<file path="src/rtl/mst_pkg.sv">
`timescale 1ns / 1ps
// Shared types and constants for the Prim spanning tree core.
// Used by mst_ctrl, mst_dp, the top level and the checker; depends on nothing.
package mst_pkg;

	localparam int MaxVertices = 16;
	localparam int IdxW        = $clog2(MaxVertices);
	localparam int CntW        = IdxW + 1;
	localparam int AddrW       = 2 * IdxW;
	localparam int EdgeDepth   = MaxVertices * MaxVertices;
	localparam int WeightW     = 31;
	localparam int DataW       = 32;

	localparam logic [WeightW-1:0] NoEdge = {WeightW{1'b1}};

	typedef enum logic [1:0] {
		OP_CLEAR = 2'd0,
		OP_LABEL = 2'd1,
		OP_EDGE  = 2'd2,
		OP_RUN   = 2'd3
	} opcode_t;

	typedef enum logic [1:0] {
		ST_EDGE         = 2'd0,
		ST_NOT_FOUND    = 2'd1,
		ST_SINGLE       = 2'd2,
		ST_DISCONNECTED = 2'd3
	} status_t;

	typedef enum logic [3:0] {
		S_IDLE,
		S_DISPATCH,
		S_EDGE_BA,
		S_FIND,
		S_NOT_FOUND,
		S_SINGLE,
		S_INIT,
		S_SELECT,
		S_EMIT,
		S_UPDATE
	} state_t;

	typedef struct packed {
		logic    capture;
		logic    clear;
		logic    lbl_wr;
		logic    ew_wr;
		logic    ew_swap;
		logic    cnt_clr;
		logic    cnt_inc;
		logic    rd_en;
		logic    upd_mode;
		logic    k_load;
		logic    sel_step;
		logic    join_en;
		logic    out_ld;
		status_t out_status;
		logic    out_last;
	} cmd_t;

	typedef struct packed {
		opcode_t op;
		logic    w_ok;
		logic    j_end;
		logic    lbl_match;
		logic    pick;
		logic    is_last;
		logic    single;
		logic    out_free;
	} sts_t;

endpackage

</file>
<file path="src/rtl/mst_ctrl.sv">
`timescale 1ns / 1ps
// Controller state machine of the spanning tree core.
// Sequences item decode, label search, cost scans and result emission; uses mst_pkg.
module mst_ctrl (
	input  logic           clk,
	input  logic           arst_n,
	input  logic           in_valid,
	output logic           in_stall,
	input  mst_pkg::sts_t  sts,
	output mst_pkg::cmd_t  cmd
);

	mst_pkg::state_t state_q;
	mst_pkg::state_t state_d;

	always_ff @(posedge clk or negedge arst_n) begin
		if (!arst_n) begin
			state_q <= mst_pkg::S_IDLE;
		end else begin
			state_q <= state_d;
		end
	end

	always_comb begin
		state_d = state_q;
		case (state_q)
			mst_pkg::S_IDLE: begin
				if (in_valid) state_d = mst_pkg::S_DISPATCH;
			end
			mst_pkg::S_DISPATCH: begin
				case (sts.op)
					mst_pkg::OP_EDGE: state_d = sts.w_ok ? mst_pkg::S_EDGE_BA : mst_pkg::S_IDLE;
					mst_pkg::OP_RUN:  state_d = mst_pkg::S_FIND;
					default:          state_d = mst_pkg::S_IDLE;
				endcase
			end
			mst_pkg::S_EDGE_BA: state_d = mst_pkg::S_IDLE;
			mst_pkg::S_FIND: begin
				if (sts.j_end) begin
					state_d = mst_pkg::S_NOT_FOUND;
				end else if (sts.lbl_match) begin
					state_d = sts.single ? mst_pkg::S_SINGLE : mst_pkg::S_INIT;
				end
			end
			mst_pkg::S_NOT_FOUND, mst_pkg::S_SINGLE: begin
				if (sts.out_free) state_d = mst_pkg::S_IDLE;
			end
			mst_pkg::S_INIT, mst_pkg::S_UPDATE: begin
				if (sts.j_end) state_d = mst_pkg::S_SELECT;
			end
			mst_pkg::S_SELECT: begin
				if (sts.j_end) state_d = mst_pkg::S_EMIT;
			end
			mst_pkg::S_EMIT: begin
				if (sts.out_free) begin
					state_d = (!sts.pick || sts.is_last) ? mst_pkg::S_IDLE : mst_pkg::S_UPDATE;
				end
			end
			default: state_d = mst_pkg::S_IDLE;
		endcase
	end

	always_comb begin
		cmd            = '0;
		cmd.out_status = mst_pkg::ST_EDGE;
		in_stall       = (state_q != mst_pkg::S_IDLE);
		case (state_q)
			mst_pkg::S_IDLE: begin
				cmd.capture = in_valid;
			end
			mst_pkg::S_DISPATCH: begin
				case (sts.op)
					mst_pkg::OP_CLEAR: cmd.clear   = 1'b1;
					mst_pkg::OP_LABEL: cmd.lbl_wr  = 1'b1;
					mst_pkg::OP_EDGE:  cmd.ew_wr   = sts.w_ok;
					mst_pkg::OP_RUN:   cmd.cnt_clr = 1'b1;
					default:           cmd.cnt_clr = 1'b0;
				endcase
			end
			mst_pkg::S_EDGE_BA: begin
				cmd.ew_wr   = 1'b1;
				cmd.ew_swap = 1'b1;
			end
			mst_pkg::S_FIND: begin
				if (!sts.j_end) begin
					if (sts.lbl_match) begin
						cmd.k_load  = 1'b1;
						cmd.cnt_clr = 1'b1;
					end else begin
						cmd.cnt_inc = 1'b1;
					end
				end
			end
			mst_pkg::S_NOT_FOUND: begin
				cmd.out_ld     = sts.out_free;
				cmd.out_status = mst_pkg::ST_NOT_FOUND;
				cmd.out_last   = 1'b1;
			end
			mst_pkg::S_SINGLE: begin
				cmd.out_ld     = sts.out_free;
				cmd.out_status = mst_pkg::ST_SINGLE;
				cmd.out_last   = 1'b1;
			end
			mst_pkg::S_INIT, mst_pkg::S_UPDATE: begin
				cmd.upd_mode = (state_q == mst_pkg::S_UPDATE);
				if (sts.j_end) begin
					cmd.cnt_clr = 1'b1;
				end else begin
					cmd.rd_en   = 1'b1;
					cmd.cnt_inc = 1'b1;
				end
			end
			mst_pkg::S_SELECT: begin
				if (!sts.j_end) begin
					cmd.sel_step = 1'b1;
					cmd.cnt_inc  = 1'b1;
				end
			end
			mst_pkg::S_EMIT: begin
				if (sts.out_free) begin
					cmd.out_ld = 1'b1;
					if (!sts.pick) begin
						cmd.out_status = mst_pkg::ST_DISCONNECTED;
						cmd.out_last   = 1'b1;
					end else begin
						cmd.out_status = mst_pkg::ST_EDGE;
						cmd.out_last   = sts.is_last;
						cmd.join_en    = 1'b1;
						cmd.cnt_clr    = !sts.is_last;
					end
				end
			end
			default: begin
				cmd.capture = 1'b0;
			end
		endcase
	end

endmodule

</file>
<file path="config.mk">
export PLATFORM = sky130hd
export DESIGN_NAME = mst_ctrl
export DESIGN_NICKNAME = d
export VERILOG_FILES = /design/src/rtl/mst_pkg.sv /design/src/rtl/mst_ctrl.sv
export SDC_FILE = /design/constraint.sdc
export NUM_CORES = 1
export LEC_CHECK = 0
export BUFFER_PORTS_ARGS = -buffer_cell sky130_fd_sc_hd__buf_4
export CAP_MARGIN = 20
export CORE_MARGIN = 2
export CORE_UTILIZATION = 45
export CTS_CLUSTER_SIZE = 24
export DETAILED_ROUTE_END_ITERATION = 7
export GPL_TIMING_DRIVEN = 0
export PLACE_DENSITY = 0.75
export SKIP_LAST_GASP = 1
export SLEW_MARGIN = 15
export SYNTH_ARGS = -nofsm -noshare
export SYNTH_HDL_FRONTEND = slang
export SYNTH_SLANG_ARGS = --single-unit
</file>
<file path="constraint.sdc">
create_clock -name clk -period 1.8 [get_ports clk]
set_input_delay 0.45 -clock clk [delete_from_list [all_inputs] [get_ports clk]]
set_output_delay 0.45 -clock clk [all_outputs]
set_load 0.02 [all_outputs]
</file>
# Yosys cells after proc, flatten, opt, wreduce, memory -nomap -nowiden
# Index checks and enable logic that the tools add are counted.
# W data, S select, Z words.
# totals
output_inout_bits	17
ff_bits	4
inputBits	12
# op_classes
eq_ne	18
muxes	39
reduce_logical	9
# op_table
cell	count
$mux W4	8
$pmux W4 S7	1
$mux W1	17
$eq A4 B3 Y1 const B	4
$mux W2	6
$pmux W4 S3	1
$ne A2 B2 Y1 const B	5
$eq A4 B2 Y1 const B	2
$eq A4 B4 Y1 const B	2
$reduce_and A6 Y1	1
$mux W5	1
$eq A2 B2 Y1 const B	2
$eq A4 B1 Y1 const B	1
$logic_not A4 Y1	1
$pmux W1 S4	1
$pmux W2 S2	1
$reduce_bool A4 Y1	1
$reduce_or A2 Y1	2
$mux W3	1
$ne A3 B3 Y1 const B	1
$pmux W1 S3	1
$eq A2 B1 Y1 const B	1
$logic_not A1 Y1	2
$logic_not A2 Y1	1
2 further kinds	2

# Logic depth before layout (Yosys ltp)
# logic_depth
ltp_word	5
mapped_depth	5
ltp_nobuf	4

# Least setup slack after synthesis
# OpenSTA, ideal clock, no wires.
# synth_path
path_kind	reg2out
start	register state_q[3]
end	output port cmd[6] (netlist bit)
required_time_ps	1350
arrival_time_ps	1574
stages_incl_launch_ff	4
path_slack_ps	-224
cell_sequence	dfrtp_1 buf_2 or2_2 nor4_1
# synth_lines
item	line_no	text
start: declaration	mst_ctrl.sv:13	mst_pkg::state_t state_q;
start signal: assignment	mst_ctrl.sv:18	state_q <= mst_pkg::S_IDLE;
start signal: assignment	mst_ctrl.sv:20	state_q <= state_d;
end: declaration	mst_ctrl.sv:10	output mst_pkg::cmd_t cmd

==> summary.md <==
| Metric | Value |
|---|---|
| Failing checks | `setup timing` |
| CP Capture Type | `primary output` |
| Cells after Synth | `91` |
| Starting Density | `0.485` |
| Status | `finished with violations` |
| Cell Int Power | `882 uW` |
| Ports | `29` |
| Largest net degree at the start of global routing | `11` |
| VDD IR-drop max | `0.00104 V` |
| Register share of total power | `0.102` |
| Vias in the first global route | `871` |
| H-tree levels | `1` |
| Fraction of registers with async set/reset | `1.00` |
| Cell Chain, Critical Path | `buf_6 -> buf_4 -> buf_4 -> nor2b_1 -> nand2_1 -> nand3_1 -> buf_4` |
| Setup Skew | `0.00733 ns` |
| Gr ovfl total | `0` |
| Most common cell after layout, fill and taps aside | `buf_4` |
| Nets | `158` |
| Seq cells post-synth | `4` |
| Most crowded layer after global routing | `met2` |
| RSZ-0062 raised after global routing | `yes` |
| Clock buffer count from CTS | `3` |
| Clock power share | `0.072` |
| Max reg flops | `4` |
| Switch share | `0.466` |
| Clock Path Buffers | `2` |
| Layout fillers | `61` |
| Least-Margin Pin Slew | `0.393 ns` |
| Share of cells above drive strength 1 | `0.569` |
| Final instance area | `1180 um^2` |
| Critical path class | `flop to primary output` |
| Leak Pwr | `0.587 nW` |
| Fmax | `494 MHz` |
| P_sw | `771 uW` |
| Final setup viols | `12` |
| Tot GR Track Use | `0.276` |
| Synth Cell Area | `639 um^2` |
| Startpoint types | `flop` |
| Routed len/inst | `16.2 um` |
| Setup WS post-layout | `-0.225 ns` |
| Hold Path Class | `input port to asynchronous set/reset pin` |
| CTS tree | `yes` |
| Hold slack | `0.537 ns` |
| Finished Core Util | `0.896` |
| Rows | `13` |
| Port Buffers | `27` |
| MaxCap Viol Count | `0` |
| Slowest CP cell | `dfrtp_2` |
| Clk_lat worst skew | `0.25 ns` |
| Final Hold Viols | `0` |
| Routed Wire Length | `2580 um` |
| Clk pin slew, worst setup/hold paths | `0.04 ns` |
| Met2 Usage GRT | `0.484` |
| Initial antenna violation count | `0` |
| Commonest non-fill, non-tap cells in the layout | `buf_4 (46), nor2_1 (9), nand2_1 (8), buf_6 (7), a21oi_1 (4)` |
| Die Ht | `41.7 um` |
| Post-route minimum period | `2.02 ns` |
| Critical Path Fanout Max | `5` |
| First-pass GRT wire length | `3800 um` |
| Met1 usage | `0.316` |
| Pwr Density | `1400 nW/um^2` |
| Comb pwr share | `0.826` |
| Instance area at placement | `877 um^2` |
| Most Frequent Cell on Critical Path | `buf_4` |
| Via count | `942` |
| Diodes inserted | `0` |
| Tot Pwr | `1.65 mW` |
| Die Area | `1740 um^2` |
| Root Driver | `clkbuf_4` |
| Top reg by flops | `state_q` |
| Register area share after synthesis | `0.157` |
| DRT iter0 DRCs | `47` |
| DR pass1 iterations | `4` |
| DR vias/cell | `5.92` |
| CP required | `1.35 ns` |
| Detail Route Antenna Nets | `0` |
| CP max stage delay | `0.43 ns` |
| Syn Nets | `103` |
| Post-synth top flop | `dfrtp_1` |
| Detail Placement HPWL | `1420 um` |
| DRC | `0` |
| Mapped Avg Cell Area | `7.03 um^2` |
| Yosys cell types | `40` |
| Synth warn | `0` |
| Biggest regs | `state_q x4` |
| Core footprint | `1320 um^2` |
| Area added between synthesis and finish | `84.5%` |
| CTS sink count | `4` |
| RePlAce Congestion | `0.832` |
| Max-slew violations | `0` |
| Post-synth EDFFs | `0` |
| Setup TNS | `-1.46 ns` |
| Met3 Use GR | `0.0783` |
| Slew HR | `0.736` |
| Die Width | `41.7 um` |
| Final period utilization | `1.12` |
| Arrival time at the worst endpoint | `1.57 ns` |
-- kinds of logic after synthesis --
kind of cell,synth area share
buffers and inverters,0.0744
muxes,0.0391
AOI/OAI and AO/OA,0.266
and+or+nand+nor,0.464
DFF,0.157
-- area by class of cell --
type                    count  area, um^2  area share
well taps                  15        18.8      0.0159
clock buffers               3        22.5      0.0191
repair buffers             50         390       0.331
multi-input cells          77         566       0.479
inverters                   3        11.3     0.00954
flip-flops and latches      4         104      0.0880
plain buffers               7        67.6      0.0573
-- final timing paths --
| path | from | to | slack, ns | cells after the start |
|---|---|---|---|---|
| setup / recovery | state_q[2] | cmd[10] | -0.22 | 7 |
| hold reg to reg | state_q[1] | state_q[1] | 0.82 | 3 |
| max in group asynchronous | arst_n | state_q[3] | 1.14 | 2 |
| setup reg to reg | state_q[2] | state_q[0] | 0.05 | 7 |
| min in group clk | sts[1] | state_q[0] | 0.77 | 4 |
| hold / removal | arst_n | state_q[1] | 0.54 | 2 |
-- timing repair --
item	4_1_cts	5_1_grt
endpoints found under the setup margin	16	15
gates resized for setup	22	11
cloned	0	1
pin swaps	7	5
setup buffers	12	9
endpoints found under the hold margin	4	0
hold buffers	1	0
-- routing by layer --
layer | share of wire | up-vias
met5 | 0 | -
met4 | 0.032 | 0
met3 | 0.079 | 8
met2 | 0.50 | 62
met1 | 0.39 | 436
li1 | - | 436
-- power by group through the flow --
| stage | Sequential [mW] | Combinational [mW] | Clock (mW) |
|---|---|---|---|
| floorplan | 0.154 | 0.659 | 0 |
| global placement | 0.172 | 0.890 | 0 |
| detailed placement | 0.177 | 0.904 | 0 |
| CTS | 0.168 | 1.14 | 0.114 |
| global route | 0.169 | 1.44 | 0.132 |
| finish | 0.169 | 1.36 | 0.119 |
-- cells in the mapped netlist (2+ instances only) --
cell	n	share of area
or2_2	2	0.020
nor3_1	3	0.023
nor4_1	3	0.029
a21oi_1	5	0.039
a211oi_1	2	0.023
nor2_1	14	0.082
inv_1	3	0.018
nand2_1	9	0.053
a211o_1	2	0.027
nand4bb_1	2	0.035
nor3b_1	2	0.023
a31oi_1	2	0.020
buf_2	5	0.039
nor2b_1	5	0.049
dfrtp_1	4	0.16
nand3b_1	2	0.023
nand2b_1	3	0.029
-- per-stage QoR --
stage	instances	worst slack (ns)
final	159	-0.225
after floorplan	91	-0.00623
after CTS	149	-0.194
after global routing	159	-0.269
after detailed placement	133	-0.104
after global placement	133	-0.106
-- critical path, delay by kind of cell, from the launching register on --
family | cells | cell delay, ns
buf+inv | 4 | 0.55
simple gates | 3 | 0.35
flops | 1 | 0.43
No activity file was read; power rests on OpenSTA's default activity.
